<file path="src/rtl/oisd_pkg.sv">
package oisd_pkg;

    // Header layout
    localparam int unsigned HEADER_BYTES = 32;
    localparam int unsigned POS_W        = 36;

    localparam logic [POS_W-1:0] POS_MAGIC_END   = POS_W'(7);
    localparam logic [POS_W-1:0] POS_VERSION_END = POS_W'(11);
    localparam logic [POS_W-1:0] POS_HSIZE_END   = POS_W'(15);
    localparam logic [POS_W-1:0] POS_COUNT_END   = POS_W'(23);
    localparam logic [POS_W-1:0] POS_HEADER_END  = POS_W'(HEADER_BYTES - 1);
    localparam logic [POS_W-1:0] POS_HEADER_LEN  = POS_W'(HEADER_BYTES);
    localparam logic [POS_W-1:0] POS_MAX         = {POS_W{1'b1}};

    // "MVGOWNR" followed by a zero byte, little endian
    localparam logic [63:0] MAGIC_WORD = 64'h0052_4E57_4F47_564D;
    localparam logic [31:0] HSIZE_WORD = 32'(HEADER_BYTES);

    // Status codes
    localparam logic [2:0] ST_OK         = 3'd0;
    localparam logic [2:0] ST_ZERO_LIMIT = 3'd1;
    localparam logic [2:0] ST_TRUNCATED  = 3'd2;
    localparam logic [2:0] ST_MAGIC      = 3'd3;
    localparam logic [2:0] ST_VERSION    = 3'd4;
    localparam logic [2:0] ST_HEADER     = 3'd5;
    localparam logic [2:0] ST_OVER_LIMIT = 3'd6;
    localparam logic [2:0] ST_LENGTH     = 3'd7;

    // Configuration registers
    localparam int unsigned CFG_IDX_W = 1;
    localparam logic [CFG_IDX_W-1:0] REG_MAX_OWNERS  = 1'b0;
    localparam logic [CFG_IDX_W-1:0] REG_EXP_VERSION = 1'b1;
    localparam logic [31:0] MAX_OWNERS_RST  = 32'd1048576;
    localparam logic [31:0] EXP_VERSION_RST = 32'd1;

    typedef struct packed {
        logic [7:0] data_byte;
        logic       end_of_buffer;
    } in_beat_t;

    typedef struct packed {
        logic        has_owner;
        logic [63:0] owner_id;
        logic        is_final;
        logic [2:0]  status;
    } result_t;

endpackage

</file>
<file path="src/rtl/oisd_in_stage.sv">
module oisd_in_stage (
    input  logic              clk,
    input  logic              rst_n,
    input  logic              s_tvalid,
    output logic              s_tready,
    input  logic [7:0]        s_tdata,
    input  logic              s_tlast,
    input  logic              advance,
    output logic              beat_valid,
    output oisd_pkg::in_beat_t beat
);
    import oisd_pkg::*;

    logic     valid_reg;
    in_beat_t beat_reg;

    // Room when empty or when the held beat moves on this cycle
    assign s_tready   = !valid_reg || advance;
    assign beat_valid = valid_reg;
    assign beat       = beat_reg;

    always_ff @(posedge clk or negedge rst_n)
    begin
        if (!rst_n)
        begin
            valid_reg <= 1'b0;
        end
        else if (s_tready)
        begin
            valid_reg <= s_tvalid;
        end
    end

    // Payload, no reset
    always_ff @(posedge clk)
    begin
        if (s_tvalid && s_tready)
        begin
            beat_reg.data_byte     <= s_tdata;
            beat_reg.end_of_buffer <= s_tlast;
        end
    end

endmodule

</file>
<file path="src/rtl/oisd_parser.sv">
module oisd_parser (
    input  logic                          clk,
    input  logic                          rst_n,
    input  logic                          cfg_we,
    input  logic [oisd_pkg::CFG_IDX_W-1:0] cfg_index,
    input  logic [31:0]                   cfg_data,
    input  logic                          beat_valid,
    input  oisd_pkg::in_beat_t            beat,
    input  logic                          out_free,
    output logic                          advance,
    output logic                          res_load,
    output oisd_pkg::result_t             res
);
    import oisd_pkg::*;

    logic [31:0]      max_owners_reg;
    logic [31:0]      exp_version_reg;

    logic [POS_W-1:0] pos_reg,    pos_next;
    logic [63:0]      shift_reg,  shift_next;
    logic [63:0]      count_reg,  count_next;
    logic [32:0]      owners_reg, owners_next;
    logic [2:0]       err_reg,    err_next;
    logic             hok_reg,    hok_next;

    logic [2:0]       lane;
    logic [63:0]      shift_base;
    logic             emit;
    logic             over_limit;
    logic [POS_W-1:0] pos_inc;
    logic [POS_W-1:0] len_body;
    logic             length_ok;
    logic [2:0]       final_status;

    // Configuration registers
    always_ff @(posedge clk or negedge rst_n)
    begin
        if (!rst_n)
        begin
            max_owners_reg  <= MAX_OWNERS_RST;
            exp_version_reg <= EXP_VERSION_RST;
        end
        else if (cfg_we)
        begin
            unique case (cfg_index)
                REG_MAX_OWNERS:  max_owners_reg  <= cfg_data;
                REG_EXP_VERSION: exp_version_reg <= cfg_data;
                default: ;
            endcase
        end
    end

    assign advance = beat_valid && out_free;

    // Byte assembly
    assign lane       = pos_reg[2:0];
    assign shift_base = (lane == 3'd0) ? 64'd0 : shift_reg;
    assign shift_next = shift_base | ({56'd0, beat.data_byte} << {lane, 3'b000});
    assign pos_inc    = (pos_reg != POS_MAX) ? pos_reg + POS_W'(1) : pos_reg;

    assign over_limit = (count_reg[63:32] != 32'd0) || (count_reg[31:0] > max_owners_reg);

    assign emit = (pos_reg >= POS_HEADER_LEN) && (lane == 3'd7) && hok_reg &&
                  ({31'd0, owners_reg} < count_reg);

    // Header checks (first error wins), declared count capture, emitted owner count
    always_comb
    begin
        err_next    = err_reg;
        count_next  = count_reg;
        hok_next    = hok_reg;
        owners_next = owners_reg;
        if (pos_reg == POS_MAGIC_END)
        begin
            if (shift_next != MAGIC_WORD && err_reg == ST_OK)
                err_next = ST_MAGIC;
        end
        else if (pos_reg == POS_VERSION_END)
        begin
            if (shift_next[31:0] != exp_version_reg && err_reg == ST_OK)
                err_next = ST_VERSION;
        end
        else if (pos_reg == POS_HSIZE_END)
        begin
            if (shift_next[63:32] != HSIZE_WORD && err_reg == ST_OK)
                err_next = ST_HEADER;
        end
        else if (pos_reg == POS_COUNT_END)
        begin
            count_next = shift_next;
        end
        else if (pos_reg == POS_HEADER_END)
        begin
            if (err_reg == ST_OK)
            begin
                if (shift_next != 64'd0)
                    err_next = ST_HEADER;
                else if (over_limit)
                    err_next = ST_OVER_LIMIT;
            end
            hok_next = (err_next == ST_OK);
        end
        else if (emit)
        begin
            owners_next = owners_reg + 33'd1;
        end
    end

    // Length must equal header plus eight bytes per declared owner (mod 2^64)
    assign len_body  = pos_inc - POS_HEADER_LEN;
    assign length_ok = (len_body[2:0] == 3'd0) && (count_next[60:33] == 28'd0) &&
                       (count_next[32:0] == len_body[POS_W-1:3]);

    always_comb
    begin
        if (max_owners_reg == 32'd0)
            final_status = ST_ZERO_LIMIT;
        else if (pos_inc < POS_HEADER_LEN)
            final_status = ST_TRUNCATED;
        else if (err_next != ST_OK)
            final_status = err_next;
        else if (!length_ok)
            final_status = ST_LENGTH;
        else
            final_status = ST_OK;
    end

    // Result for this beat
    assign res_load      = advance && (emit || beat.end_of_buffer);
    assign res.has_owner = emit;
    assign res.owner_id  = emit ? shift_next : 64'd0;
    assign res.is_final  = beat.end_of_buffer;
    assign res.status    = beat.end_of_buffer ? final_status : ST_OK;

    // Stream state, cleared after the final byte
    always_ff @(posedge clk or negedge rst_n)
    begin
        if (!rst_n)
        begin
            pos_reg    <= '0;
            shift_reg  <= '0;
            count_reg  <= '0;
            owners_reg <= '0;
            err_reg    <= ST_OK;
            hok_reg    <= 1'b0;
        end
        else if (advance)
        begin
            if (beat.end_of_buffer)
            begin
                pos_reg    <= '0;
                shift_reg  <= '0;
                count_reg  <= '0;
                owners_reg <= '0;
                err_reg    <= ST_OK;
                hok_reg    <= 1'b0;
            end
            else
            begin
                pos_reg    <= pos_inc;
                shift_reg  <= shift_next;
                count_reg  <= count_next;
                owners_reg <= owners_next;
                err_reg    <= err_next;
                hok_reg    <= hok_next;
            end
        end
    end

    a_clear_after_final: assert property (@(posedge clk) disable iff (!rst_n)
        (advance && beat.end_of_buffer) |=> (pos_reg == '0 && !hok_reg))
        else $error("stream state not cleared after final byte");

    a_owner_needs_header: assert property (@(posedge clk) disable iff (!rst_n)
        (advance && emit) |-> (hok_reg && err_reg == ST_OK))
        else $error("owner emitted without a valid header");

    a_owner_bound: assert property (@(posedge clk) disable iff (!rst_n)
        ({31'd0, owners_reg} <= count_reg))
        else $error("more owners emitted than declared");

endmodule

</file>
<file path="src/rtl/oisd_out_stage.sv">
module oisd_out_stage (
    input  logic              clk,
    input  logic              rst_n,
    input  logic              res_load,
    input  oisd_pkg::result_t res,
    output logic              out_free,
    output logic              m_tvalid,
    input  logic              m_tready,
    output logic [71:0]       m_tdata,
    output logic              m_tuser,
    output logic              m_tlast
);
    import oisd_pkg::*;

    logic    valid_reg;
    result_t res_reg;

    assign out_free = !valid_reg || m_tready;

    always_ff @(posedge clk or negedge rst_n)
    begin
        if (!rst_n)
        begin
            valid_reg <= 1'b0;
        end
        else if (out_free)
        begin
            valid_reg <= res_load;
        end
    end

    always_ff @(posedge clk)
    begin
        if (out_free && res_load)
        begin
            res_reg <= res;
        end
    end

    assign m_tvalid = valid_reg;
    assign m_tdata  = {5'd0, res_reg.status, res_reg.owner_id};
    assign m_tuser  = res_reg.has_owner;
    assign m_tlast  = res_reg.is_final;

    a_result_has_cause: assert property (@(posedge clk) disable iff (!rst_n)
        m_tvalid |-> (m_tuser || m_tlast))
        else $error("result beat with neither owner nor final flag");

    a_status_only_final: assert property (@(posedge clk) disable iff (!rst_n)
        (m_tvalid && !m_tlast) |-> (m_tdata[66:64] == ST_OK))
        else $error("nonzero status on a non-final beat");

endmodule

</file>
<file path="src/rtl/owner_id_sidecar_deframer_core.sv">
// Owner-id sidecar deframer.
// Input stream s_*: one buffer byte per beat, s_tlast on the final byte.
// Output stream m_*: one beat per completed owner id (m_tuser = 1) and one
// beat for the final byte (m_tlast = 1, status in m_tdata[66:64]); a final
// byte that also completes an owner gives a single beat carrying both.
// Owners are sent before the verdict; drop them if the final status is
// nonzero (1 zero limit, 2 truncated, 3 magic, 4 version, 5 header,
// 6 over limit, 7 length).
// Configuration: cfg_we/cfg_index/cfg_data, index 0 max owner count,
// index 1 expected version; write only while the block is idle.
// Throughput: one byte per cycle while the output is not stalled; each
// byte passes through the input register, one pass of header/count logic,
// and the result register, which drives m_*.
// Reset: stream state clears, registers return to 1048576 and 1, and the
// block takes bytes in the first cycle after reset.
// If m_tready is low while the result register is full, it holds; an empty
// input register takes one more byte, then s_tready drops until the output drains.
module owner_id_sidecar_deframer_core (
    input  logic                          clk,
    input  logic                          rst_n,
    input  logic                          cfg_we,
    input  logic [oisd_pkg::CFG_IDX_W-1:0] cfg_index,
    input  logic [31:0]                   cfg_data,
    input  logic                          s_tvalid,
    output logic                          s_tready,
    input  logic [7:0]                    s_tdata,   // [7:0] data_byte
    input  logic                          s_tlast,   // end_of_buffer
    output logic                          m_tvalid,
    input  logic                          m_tready,
    output logic [71:0]                   m_tdata,   // [63:0] owner_id, [66:64] status
    output logic                          m_tuser,   // has_owner
    output logic                          m_tlast    // is_final
);
    import oisd_pkg::*;

    logic     advance;
    logic     beat_valid;
    in_beat_t beat;
    logic     out_free;
    logic     res_load;
    result_t  res;

    oisd_in_stage u_in (
        .clk        (clk),
        .rst_n      (rst_n),
        .s_tvalid   (s_tvalid),
        .s_tready   (s_tready),
        .s_tdata    (s_tdata),
        .s_tlast    (s_tlast),
        .advance    (advance),
        .beat_valid (beat_valid),
        .beat       (beat)
    );

    oisd_parser u_parser (
        .clk        (clk),
        .rst_n      (rst_n),
        .cfg_we     (cfg_we),
        .cfg_index  (cfg_index),
        .cfg_data   (cfg_data),
        .beat_valid (beat_valid),
        .beat       (beat),
        .out_free   (out_free),
        .advance    (advance),
        .res_load   (res_load),
        .res        (res)
    );

    oisd_out_stage u_out (
        .clk      (clk),
        .rst_n    (rst_n),
        .res_load (res_load),
        .res      (res),
        .out_free (out_free),
        .m_tvalid (m_tvalid),
        .m_tready (m_tready),
        .m_tdata  (m_tdata),
        .m_tuser  (m_tuser),
        .m_tlast  (m_tlast)
    );

endmodule
</file>
<file path="config.mk">
export PLATFORM = sky130hd
export DESIGN_NAME = owner_id_sidecar_deframer_core
export DESIGN_NICKNAME = d
export VERILOG_FILES = /design/src/rtl/oisd_pkg.sv /design/src/rtl/oisd_in_stage.sv /design/src/rtl/oisd_parser.sv /design/src/rtl/oisd_out_stage.sv /design/src/rtl/owner_id_sidecar_deframer_core.sv
export SDC_FILE = /design/constraint.sdc
export NUM_CORES = 1
export LEC_CHECK = 0
export BUFFER_PORTS_ARGS = -buffer_cell sky130_fd_sc_hd__buf_2
export CORE_ASPECT_RATIO = 1.4
export CORE_UTILIZATION = 52
export CTS_CLUSTER_SIZE = 10
export DETAILED_ROUTE_END_ITERATION = 10
export HOLD_SLACK_MARGIN = 0.05
export PLACE_DENSITY = 0.77
export SLEW_MARGIN = 10
export SYNTH_ARGS = -nofsm -noshare
export SYNTH_HDL_FRONTEND = slang
export SYNTH_SLANG_ARGS = --single-unit
</file>
<file path="constraint.sdc">
create_clock -name clk -period 13.5 [get_ports clk]
set_clock_uncertainty 0.05 [all_clocks]
set_input_delay 0.675 -clock clk [delete_from_list [all_inputs] [get_ports clk]]
set_output_delay 0.675 -clock clk [all_outputs]
set_load 0.03 [all_outputs]
</file>
==> metrics.log, run 1 <==
[metrics] Post-Route Setup TNS: 0 ns
[metrics] clk_lat worst skew: about 0.56 ns
[metrics] first-pass GRT wire length: about 94,000 um
[metrics] number of placed I/O pins: about 120
[metrics] critical register-to-register path startpoint: u_parser.pos_reg[1]
[metrics] instance count of the mapped netlist: approximately 2,100
[metrics] share of synthesized registers carrying an async set or reset: between 70% and 80%
[metrics] worst IR drop on VDD: ~0.00012 V
[metrics] critical path data required time: between 10 and 15 ns
[metrics] port bufs: 117
[metrics] Die Y-Extent: 230 um
[metrics] Die X-Extent: between 150 and 200 um
[metrics] launch point of the critical path: u_parser.pos_reg[1]
[metrics] worst-case register-to-register setup slack: about 7 ns
[metrics] number of vias per cell: ~6.4
[metrics] Total Power: between 3 and 4 mW
[metrics] Rel. slew slack: between 10% and 20%
[metrics] # clock sinks: ~350
[metrics] category of the worst setup path capture point: flop
[metrics] time the final worst path needs with I/O delays and setup: about 6.3 ns
[metrics] setup-violating endpoint count in the final report: 0
[metrics] DP HPWL: approximately 43,000 um
[metrics] count of hold-fix buffers inserted at cts: 0
[metrics] largest net degree at the start of global routing: between 100 and 150
[metrics] master cell of the clock root buffer: sky130_fd_sc_hd__clkbuf_16
[metrics] dominant cells by area after synthesis: sky130_fd_sc_hd__dfrtp_1 (34%), sky130_fd_sc_hd__edfxtp_1 (12%), sky130_fd_sc_hd__o21ai_0 (5.2%), sky130_fd_sc_hd__nand2_1 (4.9%), sky130_fd_sc_hd__ha_1 (4.5%)
[metrics] most common cell in the synthesized netlist: sky130_fd_sc_hd__dfrtp_1
[metrics] Post-Synthesis Mean Instance Area: 9.29 um^2
[metrics] initial cell density of the core: ~53%
[metrics] biggest area consumer among synthesized cells: sky130_fd_sc_hd__dfrtp_1
[metrics] H-tree Lvls: 2
[metrics] global-route usage over all layers: approximately 33%
[metrics] post-synthesis cell type count: between 90 and 100
[metrics] final count of pins violating max slew: 0
[metrics] Worst Setup Start Kind: flop
[metrics] maximum fanout encountered on the critical timing path: 19
[metrics] via count of the first global-routing pass: 16,400
[metrics] wire length per cell: 23.1 um
[metrics] remaining routing DRC violations: 0
[metrics] Seq/Total Area, Yosys: between 40% and 50%
[metrics] initial antenna violation count: 0
[metrics] Bufs on Longest Clock Path: 3
[metrics] layout overhead on the synthesized area: 11.4%
[metrics] synthesis-stage register bit count: approximately 350
[metrics] worst-case reg-to-reg path depth: 16
[metrics] TritonCTS buffer count: 41
[metrics] count of antenna diodes in the layout: 0
[metrics] Hold Vio Cnt, Final: 0
[metrics] worst min path class: in -> async
[metrics] number of flops mapped to enable cells by yosys: just under 80
[metrics] leak pwr: approximately 9.2 nW
[metrics] Max Fclk: approximately 160 MHz
[metrics] max-capacitance violation count: 0
[metrics] setup repair after global routing missed its margin: no
[metrics] most frequent cells after synthesis: sky130_fd_sc_hd__dfrtp_1 (265), sky130_fd_sc_hd__nand2_1 (254), sky130_fd_sc_hd__o21ai_0 (200)
[metrics] global-route congestion overflow total: 0
[metrics] Arrival @ worst endpoint: around 6.6 ns
[metrics] final critical-path share of the clock period: between 40 and 50%
[metrics] total of warnings raised by yosys: 0
[metrics] clock edge transition at the registers on the reported setup and hold paths: roughly 0.060 ns
[metrics] Die ar.: roughly 38,000 um^2
[metrics] predominant post-synthesis flop cell: sky130_fd_sc_hd__dfrtp_1
[metrics] number of gates resized after CTS: 0
[metrics] weighted congestion at the end of routability-driven global placement: slightly below 1
[metrics] vias after detailed routing: approximately 17,000
[metrics] clock tree from TritonCTS: built
[metrics] detailed router's first-iteration violation count: 1,868
[metrics] core box area: approximately 37,000 um^2
[metrics] total number of nets in the final design: approximately 2,300
[metrics] max reg flops: 67
[metrics] number of nets with antenna violations after routing: 0
[metrics] result of the run: completed
[metrics] total standard cell area after synthesis: approximately 19,000 um^2
[metrics] PD cells: between 100 and 150 nW/um^2
[metrics] final design utilization: 58.9%
[metrics] layout cells sized above 1: 12.5%
[metrics] final wirelength: 61,300 um
[metrics] kind of critical path: reg -> reg
[metrics] Hold WS: between 0.1 and 0.15 ns
[metrics] measured slew at the worst slew-check pin: approximately 1.2 ns
[metrics] fraction of synthesized cell area taken by the top area cell type: roughly a third
[metrics] count of standard-cell rows: 83
[metrics] Setup Fix Bufs, Post-CTS: 0
[metrics] detailed-router iteration count before antenna repair: 6
[metrics] capturing point of the worst reg2reg path: u_out.m_tdata[64]
==> logic make-up after synthesis <==
logic type               after synthesis  share of synthesized area (%)
adder cells (fa/ha/maj)               69                           4.46
AND/OR/NAND/NOR                      747                           19.0
buffers and inverters                219                           4.54
multiplexers                          44                           2.50
flip-flops                           345                           46.6
other                                  1                         0.0194
XOR/XNOR                             114                           5.19
AO/OA/AOI/OAI                        545                           17.7
==> where the power goes <==
group	switching, mW	internal, mW	leakage, nW
sequential	0.105	1.18	4.30
combinational	0.557	0.257	4.29
clock	0.438	0.598	0.590
total	1.10	2.03	9.19
==> metrics by stage <==
stage	setup slack, ns	instances	area (um^2)
final	7.19	2655	21600
after global placement	7.44	2582	20300
after CTS	7.30	2655	21600
after detailed placement	7.33	2582	20300
after floorplan	8.56	2088	19400
after global routing	6.82	2655	21600
==> per-layer routing <==
metal | wire length, um | share of wire (%) | GRT usage (%) | vias to the layer above
met5 | 0 | 0 | 0 | -
met4 | 4530 | 7.4 | 22.3 | 0
met3 | 4660 | 7.6 | 5.62 | 235
met2 | 29700 | 49 | 53.5 | 860
met1 | 22400 | 36 | 38.6 | 8223
li1 | - | - | - | 7673
==> worst max path at each step <==
stage	endpoint	slack (ns)	cells after the start
2_1_floorplan	u_out.m_tdata[64]	8.56	20
3_3_place_gp	u_out.m_tdata[64]	7.44	16
3_5_place_dp	u_out.m_tdata[64]	7.33	16
4_1_cts	u_out.m_tdata[64]	7.30	16
5_1_grt	u_out.m_tdata[64]	6.82	16
6_report	u_out.m_tdata[64]	7.19	16
==> cell usage in the layout (no fill, tap or decap), types with 9 or more instances in the layout <==
| cell | netlist | routed |
|---|---|---|
| sky130_fd_sc_hd__edfxtp_1 | 78 | 78 |
| sky130_fd_sc_hd__and2_1 | 13 | 13 |
| sky130_fd_sc_hd__nand4_1 | 50 | 50 |
| sky130_fd_sc_hd__a21o_1 | 43 | 42 |
| sky130_fd_sc_hd__buf_2 | 10 | 116 |
| sky130_fd_sc_hd__a22oi_1 | 49 | 49 |
| sky130_fd_sc_hd__nor2_1 | 153 | 153 |
| sky130_fd_sc_hd__nand2_1 | 254 | 252 |
| sky130_fd_sc_hd__inv_1 | 87 | 86 |
| sky130_fd_sc_hd__dfrtp_1 | 265 | 265 |
| sky130_fd_sc_hd__nor4_1 | 44 | 44 |
| sky130_fd_sc_hd__clkbuf_16 | 0 | 42 |
| sky130_fd_sc_hd__xor2_1 | 41 | 41 |
| sky130_fd_sc_hd__mux2_2 | 34 | 34 |
| sky130_fd_sc_hd__o22ai_1 | 22 | 22 |
| sky130_fd_sc_hd__or3_1 | 10 | 10 |
| sky130_fd_sc_hd__nor2b_1 | 11 | 10 |
| sky130_fd_sc_hd__or4_1 | 13 | 13 |
| sky130_fd_sc_hd__ha_1 | 69 | 69 |
| sky130_fd_sc_hd__nand3_1 | 47 | 46 |
| sky130_fd_sc_hd__o31ai_1 | 10 | 10 |
| sky130_fd_sc_hd__xnor2_1 | 72 | 72 |
| sky130_fd_sc_hd__and3_1 | 20 | 20 |
| sky130_fd_sc_hd__a21oi_1 | 104 | 104 |
| sky130_fd_sc_hd__o21ai_0 | 200 | 200 |
| sky130_fd_sc_hd__a31oi_1 | 10 | 10 |
| sky130_fd_sc_hd__buf_4 | 8 | 38 |
| sky130_fd_sc_hd__nand2b_1 | 13 | 13 |
| sky130_fd_sc_hd__o31a_1 | 9 | 9 |
| sky130_fd_sc_hd__a22o_1 | 36 | 36 |
| sky130_fd_sc_hd__nor3_1 | 73 | 73 |
| sky130_fd_sc_hd__mux2i_1 | 9 | 9 |
| sky130_fd_sc_hd__clkbuf_1 | 93 | 25 |
==> cell type report <==
class,count,area [um^2]
clock buffers,70,1190
clock inverters,3,42.5
well taps,467,584
flip-flops and latches,345,9030
multi-input cells,1524,9510
fillers,3076,15100
inverters,91,342
repair buffers,155,881
==> worst max-delay path: stages (launching register included) <==
cell and delay, ns:
sky130_fd_sc_hd__dfrtp_1 0.67, sky130_fd_sc_hd__ha_1 0.48, sky130_fd_sc_hd__nand2_2 0.19, sky130_fd_sc_hd__or4_1 0.81
sky130_fd_sc_hd__or3_1 0.76, sky130_fd_sc_hd__nand2_1 0.20, sky130_fd_sc_hd__xor2_1 0.23, sky130_fd_sc_hd__ha_1 0.24
sky130_fd_sc_hd__and4_1 0.26, sky130_fd_sc_hd__nand4bb_1 0.16, sky130_fd_sc_hd__or2_1 0.39, sky130_fd_sc_hd__or3_4 0.40
sky130_fd_sc_hd__o311a_1 0.31, sky130_fd_sc_hd__a211oi_1 0.23, sky130_fd_sc_hd__o22ai_1 0.13, sky130_fd_sc_hd__nor4_2 0.39
sky130_fd_sc_hd__o31ai_1 0.14
Power figures use the tool's default switching activity.
==> inputs of run 2 (changes only) <==
Clock period 13.5 ns to 6.2 ns, I/O delays scaled along.
==> run 2 against run 1 <==
  * Routed wire length increased by 4.8%
  * Critical path depth increased by 1
  * Sequential power increased by 120%
  * Combinational power increased by 130%
  * Global-route usage increased by 1.4 points
  * Core utilization increased by 1.7 points
  * Worst hold slack improved by 0.026 ns
  * Setup slack got worse by 6.8 ns
  * Final area increased by 2.9%
  * First-iteration DRC count increased by 31%
  * Count of clock-buffer cells in the layout increased by 4
  * Register-to-register slack got worse by 6.8 ns
  * Critical endpoint is now u_out.m_tdata[65]
  * Largest cell class unchanged
==> metrics.log, run 2 (synthesis results as in run 1) <==
[metrics] largest net degree at the start of global routing: 90
[metrics] number of gates resized after CTS: 0
[metrics] count of antenna diodes in the layout: 0
[metrics] cell with the largest stage delay on the worst path: sky130_fd_sc_hd__dfrtp_1
[metrics] clk_lat worst skew: between 0.5 and 0.6 ns
[metrics] via count of the first global-routing pass: roughly 17,000
[metrics] final critical-path share of the clock period: a little over nine tenths
[metrics] initial cell density of the core: a little over half
[metrics] result of the run: completed
[metrics] worst IR drop on VDD: about 0.00033 V
[metrics] measured slew at the worst slew-check pin: between 1 and 1.5 ns
[metrics] clock edge transition at the registers on the reported setup and hold paths: approximately 0.06 ns
[metrics] # clock sinks: about 350
[metrics] count of hold-fix buffers inserted at cts: 44
[metrics] final wirelength: ~64,000 um
[metrics] leading cell type in the layout, fill and taps excluded: sky130_fd_sc_hd__dfrtp_1
[metrics] initial antenna violation count: 0
[metrics] multi-input gate area in the final layout: 9510 um^2
[metrics] Arrival @ worst endpoint: a little over 6 ns
[metrics] number of vias per cell: 6.47
[metrics] Critical path buffers and inverters: 1
[metrics] worst-case reg-to-reg path depth: 17
[metrics] Post-Route Setup TNS: 0 ns
[metrics] number of nets with antenna violations after routing: 0
[metrics] Bufs on Longest Clock Path: 3
[metrics] total number of nets in the final design: 2,336
[metrics] maximum fanout encountered on the critical timing path: 16
[metrics] vias after detailed routing: about 18,000
[metrics] clock tree from TritonCTS: built
[metrics] setup-violating endpoint count in the final report: 0
[metrics] category of the worst setup path capture point: flop
[metrics] remaining routing DRC violations: 0
[metrics] global-route congestion overflow total: 0
[metrics] Hold Vio Cnt, Final: 0
[metrics] hold depth: 3
[metrics] PnR worst setup slack: around 0.4 ns
[metrics] largest delay contributor family on the critical path: simple AND/OR/NAND/NOR gates
[metrics] kind of critical path: reg -> reg
[metrics] detailed-router iteration count before antenna repair: 7
[metrics] leak pwr: approximately 9.5 nW
[metrics] time the final worst path needs with I/O delays and setup: between 5 and 6 ns
[metrics] most frequent cells in the layout: sky130_fd_sc_hd__dfrtp_1 (265), sky130_fd_sc_hd__nand2_1 (252), sky130_fd_sc_hd__o21ai_0 (200), sky130_fd_sc_hd__nor2_1 (153), sky130_fd_sc_hd__buf_2 (116)
[metrics] port bufs: about 120
[metrics] count of standard-cell rows: between 80 and 90
[metrics] TritonCTS buffer count: 41
[metrics] Setup Fix Bufs, Post-CTS: 0
[metrics] Worst Setup Slack post-DPL: approximately 0.54 ns
[metrics] core box area: approximately 37,000 um^2
[metrics] setup repair after global routing missed its margin: no
[metrics] layout overhead on the synthesized area: 14.6%
[metrics] worst-path cell chain: ha_1 > nand2_2 > or4_1 > buf_4 > or3_1 > nand2_1 > xor2_1 > ha_1 > and4_1 > nand4bb_1 > or2_1 > or3_4 > o311a_1 > a211oi_1 > o22ai_1 > nor4_2 > o22ai_1
[metrics] weighted congestion at the end of routability-driven global placement: 1.02
[metrics] Die Y-Extent: roughly 230 um
[metrics] sequential cell area: approximately 9000 um^2
[metrics] global-route usage over all layers: around 34%
[metrics] Max Fclk: about 170 MHz
[metrics] PD cells: approximately 320 nW/um^2
[metrics] worst min path class: in -> reg
[metrics] Rel. slew slack: between 10% and 20%
[metrics] Die ar.: 38,000 um^2
[metrics] wire length per cell: 23.6 um
[metrics] Levels on crit path: 17
[metrics] final count of pins violating max slew: 0
[metrics] Hold WS: around 0.16 ns
[metrics] critical path data required time: 6.43 ns
[metrics] first-pass GRT wire length: 98,200 um
[metrics] Die X-Extent: ~170 um
[metrics] master cell of the clock root buffer: sky130_fd_sc_hd__clkbuf_16
[metrics] Worst Setup Start Kind: flop
[metrics] layout cells sized above 1: 13.0%
[metrics] max reg flops: 67
[metrics] detailed router's first-iteration violation count: around 2,400
[metrics] longest individual stage delay on the worst path: roughly 0.63 ns
[metrics] H-tree Lvls: 2
[metrics] count of fill cells added during filler insertion: about 3,000
[metrics] DP HPWL: 43,900 um
[metrics] number of placed I/O pins: 123
[metrics] max-capacitance violation count: 0
-- run 2: changes by cell type in the layout (fill, tap and decap cells not counted) --
cell	change
sky130_fd_sc_hd__clkbuf_16	+1
sky130_fd_sc_hd__dlygate4sd3_1	+44
sky130_fd_sc_hd__inv_4	-1
sky130_fd_sc_hd__buf_4	+18
sky130_fd_sc_hd__clkbuf_8	+1
sky130_fd_sc_hd__clkbuf_1	+2
-- run 2: worst paths after layout --
path,endpoint,start,slack (ns)
worst max-delay path,u_out.m_tdata[65],u_parser.pos_reg[0],0.39
worst min-delay path,u_out.m_tvalid,m_tready,0.16
worst max register to register,u_out.m_tdata[65],u_parser.pos_reg[0],0.39
worst min register to register,u_parser.count_reg[63],u_parser.count_reg[63],0.42
max in group asynchronous,u_parser.max_owners_reg[19],rst_n,4.35
min in group asynchronous,u_parser.pos_reg[26],rst_n,0.28
-- run 2: metrics by stage --
step / utilization, % / instance area (um^2) / power, mW / instances
after global routing: 60.5 / 22200 / 7.24 / 2720
final: 60.5 / 22200 / 6.99 / 2720
after detailed placement: 55.9 / 20500 / 4.59 / 2600
after global placement: 55.9 / 20500 / 4.53 / 2600
after CTS: 60.5 / 22200 / 6.93 / 2720
after floorplan: - / 19400 / 3.89 / 2088
-- run 2: cell type report --
class,count,share of cell area [%]
clock buffers,74,5.55
clock inverters,2,0.164
inverters,91,1.54
multi-input cells,1524,42.9
flip-flops and latches,345,40.7
well taps,467,2.63
repair buffers,217,6.56
-- run 2: per-layer routing --
metal / track usage (%) / share of wire [%] / vias up
met2: 56.4 / 49 / 1028
met3: 6.05 / 8.5 / 280
met1: 40.2 / 35 / 8488
met4: 21.8 / 7.3 / 0
li1: - / - / 7789
met5: 0 / 0 / -
-- run 2: tightest hold or removal path: cells and delay by family --
family / cells / cell delay [ns]
buffers and inverters: 1 / 0.08
and+or+nand+nor: 2 / 0.31
-- run 2: power breakdown --
group	total (mW)	switching, mW	leakage, nW	internal (mW)
logic	1.86	1.26	4.56	0.607
registers	2.79	0.221	4.30	2.57
clock network	2.34	0.993	0.607	1.35
==> inputs of run 3 (changes only) <==
Settings changed: PLACE_DENSITY 0.77 to 0.78.
==> run 3 against run 2 <==
  * Sequential power about the same
  * Sequential share of layout area increased by 0.13 points
  * Routed wire length decreased by 2.5%
==> metrics.log, run 3 (synthesis results as in run 1) <==
[metrics] Hold WS: about 0.11 ns
[metrics] core box area: approximately 37,000 um^2
[metrics] Die ar.: 38,000 um^2
[metrics] Die Y-Extent: 230 um
[metrics] detailed-router iteration count before antenna repair: 7
[metrics] master cell of the clock root buffer: sky130_fd_sc_hd__clkbuf_16
[metrics] hold depth: 3
[metrics] # clock sinks: about 350
[metrics] number of nets with antenna violations after routing: 0
[metrics] category of the worst setup path capture point: flop
[metrics] worst-case reg-to-reg path depth: 17
[metrics] global-route usage over all layers: between 30% and 40%
[metrics] result of the run: completed
[metrics] total number of nets in the final design: 2,329
[metrics] H-tree Lvls: 2
[metrics] detailed router's first-iteration violation count: about 2,300
[metrics] port bufs: ~120
[metrics] max-capacitance violation count: 0
[metrics] initial antenna violation count: 0
[metrics] max reg flops: 67
[metrics] layout cells sized above 1: approximately an eighth
[metrics] clock tree from TritonCTS: built
[metrics] setup-violating endpoint count in the final report: 0
[metrics] count of standard-cell rows: 83
[metrics] layout overhead on the synthesized area: 14.2%
[metrics] Total Power: slightly below 7 mW
[metrics] Reg power frac: around 40%
[metrics] Die X-Extent: roughly 170 um
[metrics] Worst Setup Start Kind: flop
[metrics] vias after detailed routing: 17,500
[metrics] remaining routing DRC violations: 0
[metrics] Bufs on Longest Clock Path: 3
[metrics] number of vias per cell: about 6.4
[metrics] leak pwr: 9.43 nW
[metrics] largest net degree at the start of global routing: about 160
[metrics] measured slew at the worst slew-check pin: between 1 and 1.5 ns
[metrics] Hold Vio Cnt, Final: 0
[metrics] initial cell density of the core: 52.8%
[metrics] global-route congestion overflow total: 0
[metrics] first-pass GRT wire length: about 96,000 um
[metrics] Arrival @ worst endpoint: around 5.6 ns
[metrics] setup repair after global routing missed its margin: no
[metrics] sw power: approximately 2.4 mW
[metrics] Setup Fix Bufs, Post-CTS: 0
[metrics] count of fill cells added during filler insertion: slightly above 3,000
[metrics] critical path data required time: between 6 and 7 ns
[metrics] TritonCTS buffer count: 41
[metrics] DP HPWL: between 40,000 and 50,000 um
[metrics] met3 layer wire length in the routed design: between 4000 and 5000 um
[metrics] most frequent cells in the layout: sky130_fd_sc_hd__dfrtp_1 (265), sky130_fd_sc_hd__nand2_1 (252), sky130_fd_sc_hd__o21ai_0 (200), sky130_fd_sc_hd__nor2_1 (152), sky130_fd_sc_hd__buf_2 (116)
[metrics] count of antenna diodes in the layout: 0
[metrics] Post-Route Setup TNS: 0 ns
[metrics] fraction of power consumed by combinational cells: roughly a quarter
[metrics] worst min path class: in -> reg
[metrics] switching fraction of total power: a little over a third
[metrics] PD cells: a little over 300 nW/um^2
[metrics] clock edge transition at the registers on the reported setup and hold paths: 0.06 ns
[metrics] internal power: 4.46 mW
[metrics] weighted congestion at the end of routability-driven global placement: between 0.9 and 1
[metrics] total length of routed met2 wires: about 31,000 um
[metrics] clock network fraction of design power: between 30% and 40%
[metrics] worst IR drop on VDD: approximately 0.00027 V
[metrics] clk_lat worst skew: ~0.57 ns
[metrics] Rel. slew slack: around 17%
[metrics] number of placed I/O pins: approximately 120
[metrics] final count of pins violating max slew: 0
[metrics] time the final worst path needs with I/O delays and setup: about 5.3 ns
[metrics] Max Fclk: 187 MHz
[metrics] wire length per cell: around 23 um
[metrics] maximum fanout encountered on the critical timing path: 11
[metrics] final wirelength: roughly 63,000 um
[metrics] kind of critical path: reg -> reg
[metrics] uppermost routed layer: met4
[metrics] final critical-path share of the clock period: 86.1%
[metrics] leading cell type in the layout, fill and taps excluded: sky130_fd_sc_hd__dfrtp_1
[metrics] met1 wire length: 22,400 um
[metrics] via count of the first global-routing pass: 16,800
run 3: what timing repair did:
action | in CTS | in global routing
endpoints found under the hold margin | 187 | 0
hold buffers | 44 | 0
gates resized for setup | 0 | 0
run 3: area by class of cell:
cell class                      count  area [um^2]  area share (%)
Clock buffer                       68         1180            5.33
Clock inverter                      4         46.3           0.209
Inverter                           91          342            1.54
Multi-Input combinational cell   1524         9520            43.0
Sequential cell                   345         9030            40.8
Tap cell                          467          584            2.64
Timing Repair Buffer              210         1430            6.46
run 3: path summary, 6_finish.rpt:
check / startpoint / endpoint / slack, ns
setup / recovery: u_parser.pos_reg[0] / u_out.m_tdata[65] / 0.86
hold / removal: m_tready / u_out.m_tvalid / 0.11
setup reg to reg: u_parser.pos_reg[0] / u_out.m_tdata[65] / 0.86
hold reg to reg: u_parser.shift_reg[10] / u_parser.shift_reg[10] / 0.43
max in group asynchronous: rst_n / u_parser.max_owners_reg[0] / 4.34
min in group asynchronous: rst_n / u_parser.pos_reg[35] / 0.38
run 3: metrics by stage:
| stage | instance area (um^2) | util, % | instances | worst slack (ns) |
|---|---|---|---|---|
| floorplan | 19400 | - | 2088 | 1.26 |
| global placement | 20500 | 55.8 | 2593 | 1.06 |
| detailed placement | 20500 | 55.8 | 2593 | 0.977 |
| CTS | 22100 | 60.3 | 2709 | 0.940 |
| global route | 22100 | 60.3 | 2709 | 0.538 |
| finish | 22100 | 60.3 | 2709 | 0.864 |
run 3: routing by layer:
layer / vias to the layer above / GRT usage, %
met5: - / 0
met1: 8488 / 40.0
met4: 0 / 20.7
met3: 269 / 5.14
li1: 7760 / -
met2: 940 / 55.0
run 3: power by group through the flow:
stage | clock [mW] | combinational, mW | sequential (mW)
6_report | 2.28 | 1.83 | 2.77
2_1_floorplan | 0 | 1.05 | 2.84
4_1_cts | 2.29 | 1.79 | 2.76
3_5_place_dp | 0 | 1.76 | 2.80
3_3_place_gp | 0 | 1.72 | 2.79
5_1_grt | 2.37 | 1.97 | 2.79
run 3: worst max-delay path, cell delays in order (launching register included):
cell,delay (ns)
sky130_fd_sc_hd__dfrtp_1,0.35
sky130_fd_sc_hd__ha_1,0.38
sky130_fd_sc_hd__nand2_2,0.19
sky130_fd_sc_hd__or4_1,0.55
sky130_fd_sc_hd__buf_4,0.20
sky130_fd_sc_hd__or3_1,0.38
sky130_fd_sc_hd__nand2_1,0.09
sky130_fd_sc_hd__xor2_1,0.20
sky130_fd_sc_hd__ha_1,0.25
sky130_fd_sc_hd__and4_1,0.28
sky130_fd_sc_hd__nand4bb_1,0.17
sky130_fd_sc_hd__or2_1,0.41
sky130_fd_sc_hd__or3_4,0.40
sky130_fd_sc_hd__o311a_1,0.29
sky130_fd_sc_hd__a211oi_1,0.22
sky130_fd_sc_hd__o22ai_1,0.14
sky130_fd_sc_hd__nor4_2,0.37
sky130_fd_sc_hd__o22ai_1,0.14
